**src/design/frt_pkg.sv**
```systemverilog
// frt_pkg: shared types, codes and constants of the fragment reassembly tracker
// no dependencies; imported by every other design file
`default_nettype none

package frt_pkg;

    // field widths
    localparam int unsigned SEQ_W   = 8;
    localparam int unsigned FLEN_W  = 16;
    localparam int unsigned PLEN_W  = 17;
    localparam int unsigned SLACK_W = 8;

    // configuration port
    localparam int unsigned CFG_IDX_W  = 2;
    localparam int unsigned CFG_DATA_W = 8;

    // reset values of the configuration registers
    localparam logic [SLACK_W-1:0] SLACK_RESET = 8'd16;
    localparam logic               COPY_RESET  = 1'b1;

    // saturation limit of the assembled length
    localparam logic [PLEN_W-1:0] PLEN_MAX = {PLEN_W{1'b1}};

    // default depth of the front-to-back queue
    localparam int unsigned QUEUE_DEPTH_DEF = 2;

    // register indexes
    typedef enum logic [CFG_IDX_W-1:0] {
        REG_ROOM_SLACK = 2'd0,
        REG_COPY_MODE  = 2'd1
    } t_reg_idx;

    // fragment position codes
    typedef enum logic [1:0] {
        FLAG_MIDDLE = 2'd0,
        FLAG_LAST   = 2'd1,
        FLAG_FIRST  = 2'd2,
        FLAG_WHOLE  = 2'd3
    } t_flag;

    // action codes
    typedef enum logic [2:0] {
        ACT_PASS      = 3'd0,
        ACT_FIRST     = 3'd1,
        ACT_APPEND    = 3'd2,
        ACT_DELIVER   = 3'd3,
        ACT_DROP      = 3'd4,
        ACT_DROP_BOTH = 3'd5
    } t_action;

    // input item
    typedef struct packed {
        logic [1:0]        frag_pos;
        logic [SEQ_W-1:0]  frag_seq;
        logic [FLEN_W-1:0] frag_len;
        logic [FLEN_W-1:0] total_len;
    } t_frag_in;

    // result item
    typedef struct packed {
        logic [2:0]        action;
        logic              aborted_previous;
        logic [PLEN_W-1:0] packet_len;
    } t_frag_out;

    // classified fragment, front to back
    typedef struct packed {
        t_flag             kind;
        logic [SEQ_W-1:0]  seq;
        logic              seq_zero;
        logic [FLEN_W-1:0] flen;
        logic [PLEN_W-1:0] first_room;
    } t_cls;

    // configuration seen by front and back
    typedef struct packed {
        logic [SLACK_W-1:0] room_slack;
        logic               copy_mode;
    } t_cfg;

endpackage

`default_nettype wire

```
**src/design/frt_if.sv**
```systemverilog
// frt_in_if / frt_out_if: valid-ready channels of the tracker
// depends on frt_pkg for the payload types
`default_nettype none

interface frt_in_if import frt_pkg::*; ();
    logic     valid;
    logic     ready;
    t_frag_in data;

    modport source (output valid, output data, input ready);
    modport sink   (input valid, input data, output ready);
endinterface

interface frt_out_if import frt_pkg::*; ();
    logic      valid;
    logic      ready;
    t_frag_out data;

    modport source (output valid, output data, input ready);
    modport sink   (input valid, input data, output ready);
endinterface

`default_nettype wire

```
**src/design/frt_front.sv**
```systemverilog
// frt_front: accepts fragment headers, classifies them, computes first-fragment room
// depends on frt_pkg; feeds frt_queue
`default_nettype none

module frt_front import frt_pkg::*; (
    input  wire logic     i_clk,
    input  wire logic     i_rst_n,
    input  wire t_cfg     i_cfg,
    input  wire logic     i_valid,
    output logic          o_ready,
    input  wire t_frag_in i_data,
    output logic          o_valid,
    input  wire logic     i_ready,
    output t_cls          o_data
);

    logic              r_valid;
    t_cls              r_data;
    t_cls              n_data;
    logic [PLEN_W-1:0] room_sum;

    // stage register frees when empty or drained this cycle
    assign o_ready = !r_valid || i_ready;

    // classify and precompute room for a first fragment
    always_comb begin
        room_sum          = PLEN_W'(i_data.total_len) + PLEN_W'(i_cfg.room_slack);
        n_data.kind       = t_flag'(i_data.frag_pos);
        n_data.seq        = i_data.frag_seq;
        n_data.seq_zero   = (i_data.frag_seq == '0);
        n_data.flen       = i_data.frag_len;
        if (room_sum > PLEN_W'(i_data.frag_len)) begin
            n_data.first_room = room_sum - PLEN_W'(i_data.frag_len);
        end else begin
            n_data.first_room = '0;
        end
    end

    // stage valid
    always_ff @(posedge i_clk) begin
        if (!i_rst_n) begin
            r_valid <= 1'b0;
        end else if (o_ready) begin
            r_valid <= i_valid;
        end
    end

    // stage payload
    always_ff @(posedge i_clk) begin
        if (o_ready && i_valid) begin
            r_data <= n_data;
        end
    end

    assign o_valid = r_valid;
    assign o_data  = r_data;

endmodule

`default_nettype wire

```
**src/design/frt_queue.sv**
```systemverilog
// frt_queue: short fifo of classified fragments between front and back
// depends on frt_pkg for the entry type
`default_nettype none

module frt_queue import frt_pkg::*; #(
    parameter int unsigned DEPTH = QUEUE_DEPTH_DEF
) (
    input  wire logic i_clk,
    input  wire logic i_rst_n,
    input  wire logic i_valid,
    output logic      o_ready,
    input  wire t_cls i_data,
    output logic      o_valid,
    input  wire logic i_ready,
    output t_cls      o_data
);

    localparam int unsigned PTR_W = $clog2(DEPTH);
    localparam int unsigned CNT_W = $clog2(DEPTH + 1);

    t_cls             r_mem [DEPTH];
    logic [PTR_W-1:0] r_wr_ptr;
    logic [PTR_W-1:0] r_rd_ptr;
    logic [CNT_W-1:0] r_count;
    logic             push;
    logic             pop;

    assign o_ready = (r_count != CNT_W'(DEPTH));
    assign o_valid = (r_count != '0);
    assign push    = i_valid && o_ready;
    assign pop     = o_valid && i_ready;
    assign o_data  = r_mem[r_rd_ptr];

    // pointers and fill count
    always_ff @(posedge i_clk) begin
        if (!i_rst_n) begin
            r_wr_ptr <= '0;
            r_rd_ptr <= '0;
            r_count  <= '0;
        end else begin
            if (push) begin
                r_wr_ptr <= (r_wr_ptr == PTR_W'(DEPTH - 1)) ? '0 : r_wr_ptr + 1'b1;
            end
            if (pop) begin
                r_rd_ptr <= (r_rd_ptr == PTR_W'(DEPTH - 1)) ? '0 : r_rd_ptr + 1'b1;
            end
            if (push && !pop) begin
                r_count <= r_count + 1'b1;
            end else if (pop && !push) begin
                r_count <= r_count - 1'b1;
            end
        end
    end

    // entry storage
    always_ff @(posedge i_clk) begin
        if (push) begin
            r_mem[r_wr_ptr] <= i_data;
        end
    end

endmodule

`default_nettype wire

```
**src/design/frt_back.sv**
```systemverilog
// frt_back: reassembly state, sequence and room checks, result register
// depends on frt_pkg; fed by frt_queue
`default_nettype none

module frt_back import frt_pkg::*; (
    input  wire logic i_clk,
    input  wire logic i_rst_n,
    input  wire t_cfg i_cfg,
    input  wire logic i_valid,
    output logic      o_ready,
    input  wire t_cls i_data,
    output logic      o_valid,
    input  wire logic i_ready,
    output t_frag_out o_data
);

    logic              r_assembling;
    logic [SEQ_W-1:0]  r_last_seq;
    logic [PLEN_W-1:0] r_room_left;
    logic [PLEN_W-1:0] r_asm_len;
    logic              r_out_valid;
    t_frag_out         r_out;

    logic              n_assembling;
    logic [SEQ_W-1:0]  n_last_seq;
    logic [PLEN_W-1:0] n_room_left;
    logic [PLEN_W-1:0] n_asm_len;
    t_frag_out         n_out;

    logic              take;
    logic [SEQ_W:0]    seq_expect;
    logic              seq_ok;
    logic              room_bad;
    logic [PLEN_W-1:0] room_sub;
    logic [PLEN_W:0]   asm_sum;
    logic [PLEN_W-1:0] asm_sat;

    // result register frees when empty or taken this cycle
    assign o_ready = !r_out_valid || i_ready;
    assign take    = i_valid && o_ready;

    // checks and saturating updates
    always_comb begin
        seq_expect = {1'b0, r_last_seq} + 1'b1;
        seq_ok     = ({1'b0, i_data.seq} == seq_expect);
        room_bad   = i_cfg.copy_mode && (PLEN_W'(i_data.flen) > r_room_left);
        room_sub   = (r_room_left > PLEN_W'(i_data.flen))
                     ? r_room_left - PLEN_W'(i_data.flen) : '0;
        asm_sum    = (PLEN_W + 1)'(r_asm_len) + (PLEN_W + 1)'(i_data.flen);
        asm_sat    = (asm_sum > (PLEN_W + 1)'(PLEN_MAX)) ? PLEN_MAX : asm_sum[PLEN_W-1:0];
    end

    // next state and result
    always_comb begin
        n_assembling           = r_assembling;
        n_last_seq             = r_last_seq;
        n_room_left            = r_room_left;
        n_asm_len              = r_asm_len;
        n_out.action           = ACT_DROP;
        n_out.aborted_previous = 1'b0;
        n_out.packet_len       = '0;
        unique case (i_data.kind)
            FLAG_WHOLE: begin
                n_out.action     = ACT_PASS;
                n_out.packet_len = PLEN_W'(i_data.flen);
            end
            FLAG_FIRST: begin
                n_out.aborted_previous = r_assembling;
                if (i_data.seq_zero) begin
                    n_assembling = 1'b1;
                    n_last_seq   = '0;
                    n_room_left  = i_data.first_room;
                    n_asm_len    = PLEN_W'(i_data.flen);
                    n_out.action = ACT_FIRST;
                end else begin
                    n_assembling = 1'b0;
                    n_out.action = ACT_DROP;
                end
            end
            FLAG_MIDDLE, FLAG_LAST: begin
                if (!r_assembling) begin
                    n_out.action = ACT_DROP;
                end else if (!seq_ok || room_bad) begin
                    n_out.action = ACT_DROP_BOTH;
                    n_assembling = 1'b0;
                end else begin
                    n_last_seq  = i_data.seq;
                    n_room_left = room_sub;
                    n_asm_len   = asm_sat;
                    if (i_data.kind == FLAG_LAST) begin
                        n_out.action     = ACT_DELIVER;
                        n_out.packet_len = asm_sat;
                        n_assembling     = 1'b0;
                    end else begin
                        n_out.action = ACT_APPEND;
                    end
                end
            end
            default: begin
                n_out.action = ACT_DROP;
            end
        endcase
    end

    // state and result valid
    always_ff @(posedge i_clk) begin
        if (!i_rst_n) begin
            r_assembling <= 1'b0;
            r_last_seq   <= '0;
            r_room_left  <= '0;
            r_asm_len    <= '0;
            r_out_valid  <= 1'b0;
        end else begin
            if (take) begin
                r_assembling <= n_assembling;
                r_last_seq   <= n_last_seq;
                r_room_left  <= n_room_left;
                r_asm_len    <= n_asm_len;
            end
            if (o_ready) begin
                r_out_valid <= i_valid;
            end
        end
    end

    // result payload
    always_ff @(posedge i_clk) begin
        if (take) begin
            r_out <= n_out;
        end
    end

    assign o_valid = r_out_valid;
    assign o_data  = r_out;

endmodule

`default_nettype wire

```
**src/design/fragment_reassembly_tracker_unit.sv**
```systemverilog
// fragment_reassembly_tracker_unit: one action result per fragment header
// path from input transfer to result valid: front stage register, queue entry,
// back result register; throughput one header per cycle while the result output
// is not stalled
// synchronous active-low reset clears the tracker state, the queue and the
// configuration registers (slack 16, copy mode on); ready right after reset
`default_nettype none

module fragment_reassembly_tracker_unit import frt_pkg::*; #(
    parameter int unsigned QUEUE_DEPTH = QUEUE_DEPTH_DEF
) (
    input  wire logic                  i_clk,
    input  wire logic                  i_rst_n,
    input  wire logic                  i_cfg_we,
    input  wire logic [CFG_IDX_W-1:0]  i_cfg_idx,
    input  wire logic [CFG_DATA_W-1:0] i_cfg_data,
    frt_in_if.sink                     i_frag,
    frt_out_if.source                  o_result
);

    logic [SLACK_W-1:0] r_room_slack;
    logic               r_copy_mode;
    t_cfg               cfg;

    logic f_valid;
    logic f_ready;
    t_cls f_data;
    logic q_valid;
    logic q_ready;
    t_cls q_data;

    // configuration registers
    always_ff @(posedge i_clk) begin
        if (!i_rst_n) begin
            r_room_slack <= SLACK_RESET;
            r_copy_mode  <= COPY_RESET;
        end else if (i_cfg_we) begin
            unique case (i_cfg_idx)
                REG_ROOM_SLACK: r_room_slack <= i_cfg_data[SLACK_W-1:0];
                REG_COPY_MODE:  r_copy_mode  <= i_cfg_data[0];
                default: ;
            endcase
        end
    end

    assign cfg.room_slack = r_room_slack;
    assign cfg.copy_mode  = r_copy_mode;

    frt_front u_front (
        .i_clk   (i_clk),
        .i_rst_n (i_rst_n),
        .i_cfg   (cfg),
        .i_valid (i_frag.valid),
        .o_ready (i_frag.ready),
        .i_data  (i_frag.data),
        .o_valid (f_valid),
        .i_ready (f_ready),
        .o_data  (f_data)
    );

    frt_queue #(
        .DEPTH (QUEUE_DEPTH)
    ) u_queue (
        .i_clk   (i_clk),
        .i_rst_n (i_rst_n),
        .i_valid (f_valid),
        .o_ready (f_ready),
        .i_data  (f_data),
        .o_valid (q_valid),
        .i_ready (q_ready),
        .o_data  (q_data)
    );

    frt_back u_back (
        .i_clk   (i_clk),
        .i_rst_n (i_rst_n),
        .i_cfg   (cfg),
        .i_valid (q_valid),
        .o_ready (q_ready),
        .i_data  (q_data),
        .o_valid (o_result.valid),
        .i_ready (o_result.ready),
        .o_data  (o_result.data)
    );

endmodule

`default_nettype wire
```
**src/flat_wrapper.sv**
```systemverilog
// flat-port wrapper written by rule: the top's interface ports become plain ports
module fragment_reassembly_tracker_unit_flat import frt_pkg::*;
#(
    parameter int unsigned QUEUE_DEPTH = QUEUE_DEPTH_DEF
)
  (i_clk, i_rst_n, i_cfg_we, i_cfg_idx, i_cfg_data, i_frag_valid, i_frag_data, i_frag_ready, o_result_valid, o_result_data, o_result_ready);
  frt_in_if i_frag_i ();
  frt_out_if o_result_i ();
  input  wire logic i_clk;
  input  wire logic i_rst_n;
  input  wire logic i_cfg_we;
  input  wire logic [CFG_IDX_W-1:0] i_cfg_idx;
  input  wire logic [CFG_DATA_W-1:0] i_cfg_data;
  input wire logic [$bits(i_frag_i.valid)-1:0] i_frag_valid;
  input wire logic [$bits(i_frag_i.data)-1:0] i_frag_data;
  output wire logic [$bits(i_frag_i.ready)-1:0] i_frag_ready;
  output wire logic [$bits(o_result_i.valid)-1:0] o_result_valid;
  output wire logic [$bits(o_result_i.data)-1:0] o_result_data;
  input wire logic [$bits(o_result_i.ready)-1:0] o_result_ready;
  assign i_frag_i.valid = i_frag_valid;
  assign i_frag_i.data = i_frag_data;
  assign i_frag_ready = i_frag_i.ready;
  assign o_result_valid = o_result_i.valid;
  assign o_result_data = o_result_i.data;
  assign o_result_i.ready = o_result_ready;
  fragment_reassembly_tracker_unit #(.QUEUE_DEPTH(QUEUE_DEPTH)) u_core (.i_clk(i_clk), .i_rst_n(i_rst_n), .i_cfg_we(i_cfg_we), .i_cfg_idx(i_cfg_idx), .i_cfg_data(i_cfg_data), .i_frag(i_frag_i), .o_result(o_result_i));
endmodule
```
**config.mk**
```make
export PLATFORM = sky130hd
export DESIGN_NAME = fragment_reassembly_tracker_unit_flat
export DESIGN_NICKNAME = d
export VERILOG_FILES = /design/src/design/frt_pkg.sv /design/src/design/frt_if.sv /design/src/design/frt_front.sv /design/src/design/frt_queue.sv /design/src/design/frt_back.sv /design/src/design/fragment_reassembly_tracker_unit.sv /design/src/flat_wrapper.sv
export SDC_FILE = /design/constraint.sdc
export NUM_CORES = 1
export LEC_CHECK = 0
export BUFFER_PORTS_ARGS = -buffer_cell sky130_fd_sc_hd__buf_2
export CORE_ASPECT_RATIO = 1.75
export CORE_MARGIN = 2
export CORE_UTILIZATION = 43
export DETAILED_ROUTE_END_ITERATION = 12
export GPL_TIMING_DRIVEN = 0
export SLEW_MARGIN = 5
export SYNTH_ARGS = -nofsm -noshare
export SYNTH_HDL_FRONTEND = slang
export SYNTH_SLANG_ARGS = --single-unit
```
**constraint.sdc**
```tcl
create_clock -name i_clk -period 4.3 [get_ports i_clk]
set_input_delay 0.86 -clock i_clk [delete_from_list [all_inputs] [get_ports i_clk]]
set_output_delay 0.86 -clock i_clk [all_outputs]
set_load 0.02 [all_outputs]
```
==> results of run 1 <==
synthesized netlist by cell type, drive strengths merged, types with 30 or more instances:
cell    number
nand2       57
mux2i       34
nand3       35
inv         58
edfxtp     153
dfxtp       59
nor2        85
a21oi       50
ha          58
nor3        30
xnor2       42
o21ai       34
per-layer routing:
layer / GRT usage / vias to the layer above / routed length [µm]
li1: - / 3904 / -
met1: 0.200 / 3750 / 9610
met2: 0.374 / 192 / 14600
met3: 0.0222 / 75 / 890
met4: 0.117 / 0 / 1490
met5: 0 / - / 0
what timing repair did:
item | CTS | global route
gates resized for setup | 16 | 25
pin swaps | 2 | 7
setup buffers | 6 | 3
cloned | 0 | 0
setup endpoints to repair | 79 | 75
stage by stage:
stage	hold WS (ns)	cell area (µm²)	utilization	setup slack, ns	cells
finish	0.444	12900	0.511	0.205	1433
global route	0.456	12900	0.511	-0.00590	1433
floorplan	0.421	11100	-	0.0318	989
global placement	0.422	11900	0.470	-1.52	1384
detailed placement	0.429	11900	0.473	-1.49	1387
CTS	0.441	12800	0.506	0.0159	1430
cell type report:
cell class	instances	area, µm²
fillers	2334	12400
flip-flops and latches	212	5780
multi-input cells	681	5080
clock buffers	23	533
repair buffers	91	523
well taps	316	395
inverters	58	218
plain buffers	37	195
clock inverters	15	164
state kept, by name, indices dropped and copies added (netlist names), named ones only:
register,count
u_core.u_back.o_data,21
u_core.u_back.r_room_left,17
u_core.u_queue.r_rd_ptr,1
u_core.u_front.o_data,44
u_core.u_back.r_asm_len,17
u_core.u_back.o_valid,1
u_core.r_copy_mode,1
u_core.u_back.r_assembling,1
u_core.r_room_slack,8
u_core.u_queue.r_wr_ptr,1
u_core.u_queue.r_mem,88
u_core.u_back.r_last_seq,8
u_core.u_queue.r_count,2
u_core.u_front.o_valid,1
power groups by stage:
stage	registers [mW]	logic, mW	clock network, mW
after global placement	2.66	2.18	0
final	2.62	2.30	1.88
after floorplan	2.75	1.50	0
after CTS	2.62	2.27	1.93
after global routing	2.65	2.53	2.00
after detailed placement	2.66	2.21	0
worst max path at each step:
| stage | startpoint | cells after the start | endpoint |
|---|---|---|---|
| finish | flip-flop | 15 | u_core.u_back.r_last_seq[4] |
| global route | i_frag_data[0] | 18 | u_core.u_front.o_data[14] |
| CTS | flip-flop | 15 | u_core.u_back.o_data[2] |
| detailed placement | flip-flop | 16 | u_core.u_back.o_data[2] |
| global placement | flip-flop | 16 | u_core.u_back.o_data[2] |
| floorplan | i_frag_data[1] | 19 | u_core.u_front.o_data[8] |
worst max-delay path, stage by stage, from the launching register on:
cell and delay [ns]:
dfxtp_1 0.32, buf_6 0.24, buf_6 0.24, mux2i_4 0.38
ha_1 0.35, and3_1 0.19, clkbuf_1 0.18, o211a_1 0.17
o2bb2ai_1 0.17, o31ai_4 0.43, a311oi_4 0.26, o21ai_4 0.25
buf_2 0.29, buf_2 0.31, nand3_1 0.13, o31ai_2 0.09
logic make-up (layout without fill, tap and decap cells):
logic type,after synthesis,in the layout,synth area share
fa+ha+maj,62,62,0.0729
buf+inv,96,224,0.0353
simple gates,269,269,0.114
xor+xnor,66,66,0.0535
compound gates,228,228,0.147
mux,56,56,0.0547
flops,212,212,0.522
==> impl_metrics.env, run 1 <==
export IMPL_yosys_warnings=0
export IMPL_intPower_mw=4.48
export IMPL_routed_via_count=7921
export IMPL_fmax_mhz=244
export IMPL_max_cap_violations=0
export IMPL_cp_arrival_ns=4.53
export IMPL_slew_violations=0
export IMPL_synth_cells=989
export IMPL_synth_async_reset_ratio=0
export IMPL_area_growth_pct=16.6
export IMPL_power_leakage_nw=5.01
export IMPL_wl_um=26600
export IMPL_ff2ff_path_depth=15
export IMPL_drc_errors=0
export IMPL_end_kind="flip-flop"
export IMPL_antenna_found_initial=0
export IMPL_clock_skew_ns=0.0224
export IMPL_ys_ff_latch=212
export IMPL_seqPwrFrac=0.385
export IMPL_clock_latency_ns=0.52
export IMPL_cts_root_buf="clkbuf_16"
export IMPL_yosysUniqueCellTypes=76
export IMPL_drt_antenna_violating_nets=0
export IMPL_hp_class="flip-flop to flip-flop"
export IMPL_initial_core_util=0.438
export IMPL_fin_crit_ns=4.10
export IMPL_antenna_cells=0
export IMPL_place_hpwl_um=20300
export IMPL_cts_sinks=212
export IMPL_synth_sequential_area_ratio=0.522
export IMPL_cts_buffers=21
export IMPL_grtUsageTotal=0.195
export IMPL_synth_enable_flop_cells=153
export IMPL_synth_area_top_cells="edfxtp_1 42%, dfxtp_1 11%, ha_1 6.6%"
export IMPL_relSlewSlack=0.346
export IMPL_nNetsFinal=1221
export IMPL_status="completed"
export IMPL_final_cell_mix="153 x edfxtp_1, 84 x nor2_1, 84 x buf_2"
export IMPL_tns_ns=0
export IMPL_hold_violations=0
export IMPL_hold_end="u_core.u_queue.r_mem[1][26]"
export IMPL_grt_pass1_wl_um=41900
export IMPL_tightest_slew_ns=0.980
export IMPL_setup_violations_final=0
export IMPL_fin_crit_sh=0.952
export IMPL_grt_pass1_vias=8033
export IMPL_cp_start_kind="flip-flop"
export IMPL_cts_tree="yes"
export IMPL_grt_max_degree=39
export IMPL_ios=80
export IMPL_overflow=0
export IMPL_p_sw_mw=2.32
export IMPL_avgSynthCellArea_um2=11.2
export IMPL_path_max_fanout=18
export IMPL_gp_congestion=0.914
export IMPL_detail_route_wl_per_cell_um=18.6
export IMPL_rows=77
export IMPL_ir_worst_vdd_mv=0.347
export IMPL_power_frac_clock=0.277
export IMPL_cp_data_required_time_ns=4.73
export IMPL_min_from="u_core.u_front.o_data[26]"
export IMPL_power_mw=6.80
export IMPL_drt_initial_drc_count=451
export IMPL_crit_type="flip-flop to flip-flop"
export IMPL_drive_above_1_share=0.184
export IMPL_port_buffers=79
export IMPL_pwr_density_cell_nw_per_um2=528
export IMPL_die_area_um2=27100
export IMPL_final_common_cell="edfxtp_1"
export IMPL_ff2ff_setup_slack_ns=0.20
export IMPL_drt_pass1_iter_count=4
export IMPL_synth_top_area_frac=0.416
export IMPL_clk_pin_slew_ns=0.07
export IMPL_die_y_um=216
export IMPL_hold_depth=0
export IMPL_htreeDepth=1
export IMPL_p_comb_frac=0.338
export IMPL_holdBufCountCts=0
export IMPL_vias_per_cell=5.53
export IMPL_swShare=0.341
export IMPL_reg2reg_to="u_core.u_back.r_last_seq[4]"
export IMPL_yosys_area_top_type="edfxtp_1"
export IMPL_coreArea_um2=25200
export IMPL_synth_nets=1108
export IMPL_die_x_um=125
export IMPL_syn_cell_area_um2=11100
export IMPL_ys_flop_type="edfxtp_1"
export IMPL_clock_tree_buffer_depth=3
Note: power is estimated with default switching activity, not from simulation.
==> run 2, diff against run 1 <==
--- a/config.mk
+++ b/config.mk
@@ -11,6 +11,7 @@
 export CORE_UTILIZATION = 43
 export DETAILED_ROUTE_END_ITERATION = 12
 export GPL_TIMING_DRIVEN = 0
+export PLACE_DENSITY = 0.61
 export SLEW_MARGIN = 5
 export SYNTH_ARGS = -nofsm -noshare
 export SYNTH_HDL_FRONTEND = slang
==> impl_metrics.env, run 2 (synthesized netlist as in run 1, its figures left out) <==
export IMPL_port_buffers=79
export IMPL_drt_initial_drc_count=413
export IMPL_relSlewSlack=0.360
export IMPL_min_from="u_core.u_front.o_data[0]"
export IMPL_cts_sinks=212
export IMPL_cp_arrival_ns=4.38
export IMPL_dp_cells=1387
export IMPL_hold_violations=0
export IMPL_cp_start_kind="input pin"
export IMPL_crit_type="input pin to flip-flop"
export IMPL_cp_data_required_time_ns=4.55
export IMPL_vias_per_cell=5.49
export IMPL_route_met3_wl_um=771
export IMPL_p_sw_mw=2.28
export IMPL_seqPwrFrac=0.391
export IMPL_fin_crit_ns=4.13
export IMPL_grt_pass1_vias=7997
export IMPL_nNetsFinal=1229
export IMPL_largest_reg_flops=88
export IMPL_routed_via_count=7904
export IMPL_antenna_found_initial=0
export IMPL_drt_pass1_iter_count=5
export IMPL_antenna_cells=0
export IMPL_overflow=0
export IMPL_routed_top_layer="met4"
export IMPL_fin_area_um2=12900
export IMPL_clock_latency_ns=0.52
export IMPL_crit_start="i_frag_data[0]"
export IMPL_met1_length_um=9800
export IMPL_area_growth_pct=16.9
export IMPL_finish_utilization=0.512
export IMPL_power_leakage_nw=5.02
export IMPL_max_cap_violations=0
export IMPL_place_hpwl_um=20200
export IMPL_htreeDepth=1
export IMPL_p_comb_frac=0.343
export IMPL_ios=80
export IMPL_initial_core_util=0.438
export IMPL_pwr_density_cell_nw_per_um2=518
export IMPL_place_area_um2=11900
export IMPL_tightest_slew_ns=0.959
export IMPL_clock_tree_buffer_depth=3
export IMPL_die_area_um2=27100
export IMPL_cts_root_buf="clkbuf_16"
export IMPL_final_cells=1440
export IMPL_final_common_cell="edfxtp_1"
export IMPL_power_frac_clock=0.266
export IMPL_clock_skew_ns=0.0251
export IMPL_end_kind="flip-flop"
export IMPL_top_register="u_core.u_queue.r_mem"
export IMPL_wl_um=26600
export IMPL_fin_crit_sh=0.961
export IMPL_grt_max_degree=34
export IMPL_die_x_um=125
export IMPL_rows=77
export IMPL_cts_tree="yes"
export IMPL_slew_violations=0
export IMPL_setup_violations_final=0
export IMPL_grtUsageTotal=0.194
export IMPL_holdBufCountCts=0
export IMPL_hp_class="flip-flop to flip-flop"
export IMPL_final_cell_mix="153 x edfxtp_1, 84 x nor2_1, 84 x buf_2"
export IMPL_detail_route_wl_per_cell_um=18.4
export IMPL_wl_met2_um=14800
export IMPL_ir_worst_vdd_mv=0.259
export IMPL_cts_buffers=21
export IMPL_fmax_mhz=242
export IMPL_drive_above_1_share=0.183
export IMPL_path_max_fanout=6
export IMPL_ff2ff_path_depth=14
export IMPL_clk_pin_slew_ns=0.06
export IMPL_die_y_um=216
export IMPL_gp_congestion=0.897
export IMPL_drt_antenna_violating_nets=0
export IMPL_hold_depth=0
export IMPL_grt_pass1_wl_um=41700
export IMPL_coreArea_um2=25200
export IMPL_drc_errors=0
export IMPL_status="completed"
export IMPL_swShare=0.340
export IMPL_intPower_mw=4.42
[run 2: worst paths after layout]
| kind | endpoint | slack, ns |
|---|---|---|
| hold reg to reg | u_core.u_queue.r_mem[1][0] | 0.43 |
| setup / recovery | u_core.u_front.o_data[0] | 0.17 |
| hold / removal | u_core.u_queue.r_mem[1][0] | 0.43 |
| setup reg to reg | u_core.u_back.r_asm_len[16] | 0.20 |
[run 2: area by class of cell]
cell class	instances	area, µm²
repair buffers	99	601
inverters	58	218
flip-flops and latches	212	5780
fillers	2307	12300
clock buffers	25	541
plain buffers	37	194
multi-input cells	681	5090
clock inverters	12	110
well taps	316	395
[run 2: metrics by stage]
stage	hold slack, ns	total power, mW	worst slack [ns]	setup TNS (ns)
finish	0.429	6.70	0.168	0
global route	0.444	7.07	-0.00630	-0.0102
CTS	0.432	6.69	0.0189	0
detailed placement	0.430	4.87	-1.52	-74.94
global placement	0.424	4.85	-1.46	-74.80
floorplan	0.421	4.25	0.0318	0
[run 2: repair_timing]
item | in CTS | in global routing
gates resized for setup | 19 | 22
pin swaps | 2 | 15
setup endpoints to repair | 79 | 67
buffers inserted | 4 | 12
gates cloned | 0 | 1
[run 2: power by group through the flow]
stage	combinational, mW	sequential, mW	clock [mW]
floorplan	1.50	2.75	0
global placement	2.19	2.66	0
detailed placement	2.21	2.66	0
CTS	2.26	2.62	1.81
global route	2.53	2.65	1.89
finish	2.30	2.62	1.78
[run 2: layer usage]
layer,GRT usage,vias up
li1,-,3919
met1,0.201,3766
met2,0.380,152
met3,0.0197,67
met4,0.0967,0
met5,0,-
[run 2: critical path, stage by stage]
cell,delay [ns]
buf_2,0.11
ha_1,0.22
fa_2,0.36
a21o_1,0.19
a21oi_2,0.17
o21bai_1,0.10
a21oi_2,0.19
buf_4,0.15
o21bai_4,0.11
xor2_1,0.18
ha_2,0.21
a21o_1,0.17
a21o_1,0.21
a21oi_4,0.16
o21a_1,0.15
o311a_1,0.22
nor3_4,0.07
a31oi_4,0.29
clkbuf_16,0.21
nor2_1,0.04
==> run 3, diff against run 2 <==
--- a/config.mk
+++ b/config.mk
@@ -8,10 +8,10 @@
 export BUFFER_PORTS_ARGS = -buffer_cell sky130_fd_sc_hd__buf_2
 export CORE_ASPECT_RATIO = 1.75
 export CORE_MARGIN = 2
-export CORE_UTILIZATION = 43
+export CORE_UTILIZATION = 40
 export DETAILED_ROUTE_END_ITERATION = 12
 export GPL_TIMING_DRIVEN = 0
-export PLACE_DENSITY = 0.61
+export PLACE_DENSITY = 0.58
 export SLEW_MARGIN = 5
 export SYNTH_ARGS = -nofsm -noshare
 export SYNTH_HDL_FRONTEND = slang
==> impl_metrics.env, run 3 (synthesized netlist as in run 1, its figures left out) <==
export IMPL_die_y_um=224
export IMPL_drive_above_1_share=0.187
export IMPL_routed_via_count=7970
export IMPL_fmax_mhz=239
export IMPL_port_buffers=79
export IMPL_fin_crit_ns=4.19
export IMPL_grt_pass1_vias=8209
export IMPL_relSlewSlack=0.363
export IMPL_coreArea_um2=27200
export IMPL_wl_um=27300
export IMPL_drt_antenna_violating_nets=0
export IMPL_seqPwrFrac=0.379
export IMPL_die_x_um=130
export IMPL_hold_depth=0
export IMPL_final_common_cell="edfxtp_1"
export IMPL_gp_congestion=0.888
export IMPL_timing_final_ws_setup_ns=0.111
export IMPL_path_max_fanout=4
export IMPL_tightest_slew_ns=0.955
export IMPL_vias_per_cell=5.35
export IMPL_power_frac_clock=0.284
export IMPL_cts_sinks=212
export IMPL_dp_cells=1440
export IMPL_path_cells="buf_2 > ha_1 > fa_1 > a21o_1 > a21oi_2 > o21bai_1 > a21oi_2 > xnor2_2 > ha_1 > buf_4 > nand2_1 > nand2_1 > or3_1 > o21ai_4 > o311a_1 > nor3_2 > a31oi_4 > buf_4 > nor3_1"
export IMPL_preCtsSetupSlack_ns=-1.53
export IMPL_holdBufCountCts=0
export IMPL_setup_violations_final=0
export IMPL_p_comb_frac=0.337
export IMPL_overflow=0
export IMPL_crit_start="i_frag_data[0]"
export IMPL_drt_initial_drc_count=390
export IMPL_area_growth_pct=18.0
export IMPL_tns_ns=0
export IMPL_power_leakage_nw=5.04
export IMPL_grt_max_degree=37
export IMPL_intPower_mw=4.57
export IMPL_ios=80
export IMPL_min_from="u_core.u_front.o_data[22]"
export IMPL_cts_root_buf="clkbuf_16"
export IMPL_max_cap_violations=0
export IMPL_final_cells=1489
export IMPL_drt_pass1_iter_count=5
export IMPL_reg2reg_to="u_core.u_back.r_room_left[15]"
export IMPL_cp_start_kind="input pin"
export IMPL_final_cell_mix="153 x edfxtp_1, 84 x nor2_1, 82 x buf_2"
export IMPL_path_buf_inv=3
export IMPL_end_kind="flip-flop"
export IMPL_die_area_um2=29000
export IMPL_top_register="u_core.u_queue.r_mem"
export IMPL_nNetsFinal=1225
export IMPL_drc_errors=0
export IMPL_clock_latency_ns=0.52
export IMPL_finish_utilization=0.479
export IMPL_hp_class="flip-flop to flip-flop"
export IMPL_fin_crit_sh=0.974
export IMPL_ir_worst_vdd_mv=0.313
export IMPL_cts_buffers=21
export IMPL_place_area_um2=12000
export IMPL_slew_violations=0
export IMPL_ff2ff_setup_slack_ns=0.23
export IMPL_fill_cells=2602
export IMPL_fin_area_um2=13000
export IMPL_clk_pin_slew_ns=0.06
export IMPL_p_sw_mw=2.34
export IMPL_ff2ff_path_depth=14
export IMPL_crit_type="input pin to flip-flop"
export IMPL_slowest_delay_ns=0.40
export IMPL_place_hpwl_um=20700
export IMPL_antenna_cells=0
export IMPL_cp_data_required_time_ns=4.54
export IMPL_largest_reg_flops=88
export IMPL_rows=80
export IMPL_cp_top_family="compound AO/OA/AOI/OAI gates"
export IMPL_clock_skew_ns=0.0129
export IMPL_status="completed"
export IMPL_hold_end="u_core.u_queue.r_mem[1][22]"
export IMPL_detail_route_wl_per_cell_um=18.3
export IMPL_antenna_found_initial=0
export IMPL_initial_core_util=0.406
export IMPL_grtUsageTotal=0.191
export IMPL_rsz0062_at_grt="true"
export IMPL_cts_tree="yes"
export IMPL_cp_arrival_ns=4.42
export IMPL_hold_violations=0
export IMPL_pwr_density_cell_nw_per_um2=530
export IMPL_htreeDepth=1
export IMPL_clock_tree_buffer_depth=3
export IMPL_grt_pass1_wl_um=42700
export IMPL_slowest_stage="fa_1"
export IMPL_swShare=0.339
## run 3: how the worst max path moves through the flow
| stage | endpoint | slack (ns) | depth (start not counted) |
|---|---|---|---|
| 2_1_floorplan | u_core.u_front.o_data[8] | 0.03 | 19 |
| 3_3_place_gp | u_core.u_back.o_data[3] | -1.50 | 16 |
| 3_5_place_dp | u_core.u_back.o_data[2] | -1.53 | 16 |
| 4_1_cts | u_core.u_front.o_data[9] | 0.05 | 20 |
| 5_1_grt | u_core.u_front.o_data[3] | -0.09 | 18 |
| 6_report | u_core.u_front.o_data[3] | 0.11 | 19 |
## run 3: through the flow
stage / total power [mW] / hold slack, ns
after floorplan: 4.25 / 0.421
after global placement: 4.86 / 0.422
after detailed placement: 4.89 / 0.430
after CTS: 6.91 / 0.446
after global routing: 7.27 / 0.450
final: 6.92 / 0.443
## run 3: layout make-up
cell class | count | area [µm²] | area share
buffer | 37 | 201 | 0.0154
clock buffer | 22 | 539 | 0.0413
clock inverter | 15 | 191 | 0.0147
inverter | 58 | 218 | 0.0167
multi-input combinational | 681 | 5090 | 0.390
sequential | 212 | 5780 | 0.443
tap | 369 | 462 | 0.0354
timing repair buffer | 95 | 566 | 0.0434
## run 3: power groups by stage
| stage | Combinational (mW) | Clock, mW | Sequential (mW) |
|---|---|---|---|
| 4_1_cts | 2.28 | 2.01 | 2.62 |
| 6_report | 2.33 | 1.96 | 2.62 |
| 5_1_grt | 2.55 | 2.07 | 2.65 |
| 2_1_floorplan | 1.50 | 0 | 2.75 |
| 3_3_place_gp | 2.19 | 0 | 2.67 |
| 3_5_place_dp | 2.22 | 0 | 2.66 |
## run 3: what timing repair did
item / in CTS / in global routing
resized for setup: 21 / 26
setup buffers: 4 / 9
pin swaps: 2 / 11
endpoints found under the setup margin: 79 / 65
## run 3: worst register-to-register path: stages (launching register included)
cell	delay, ns
dfxtp_1	0.33
buf_6	0.25
buf_4	0.31
mux2i_2	0.36
ha_1	0.34
and3_1	0.16
clkbuf_1	0.19
o211a_1	0.17
o2bb2ai_1	0.18
o31ai_4	0.43
a311oi_4	0.26
o21ai_4	0.26
clkbuf_1	0.49
nor2_1	0.11
nor3_1	0.16
## run 3: routing by layer
layer  wire length (µm)  GRT usage
met1               9860      0.191
met2              15400      0.372
met3                758     0.0205
met4               1290      0.101
met5                  0          0
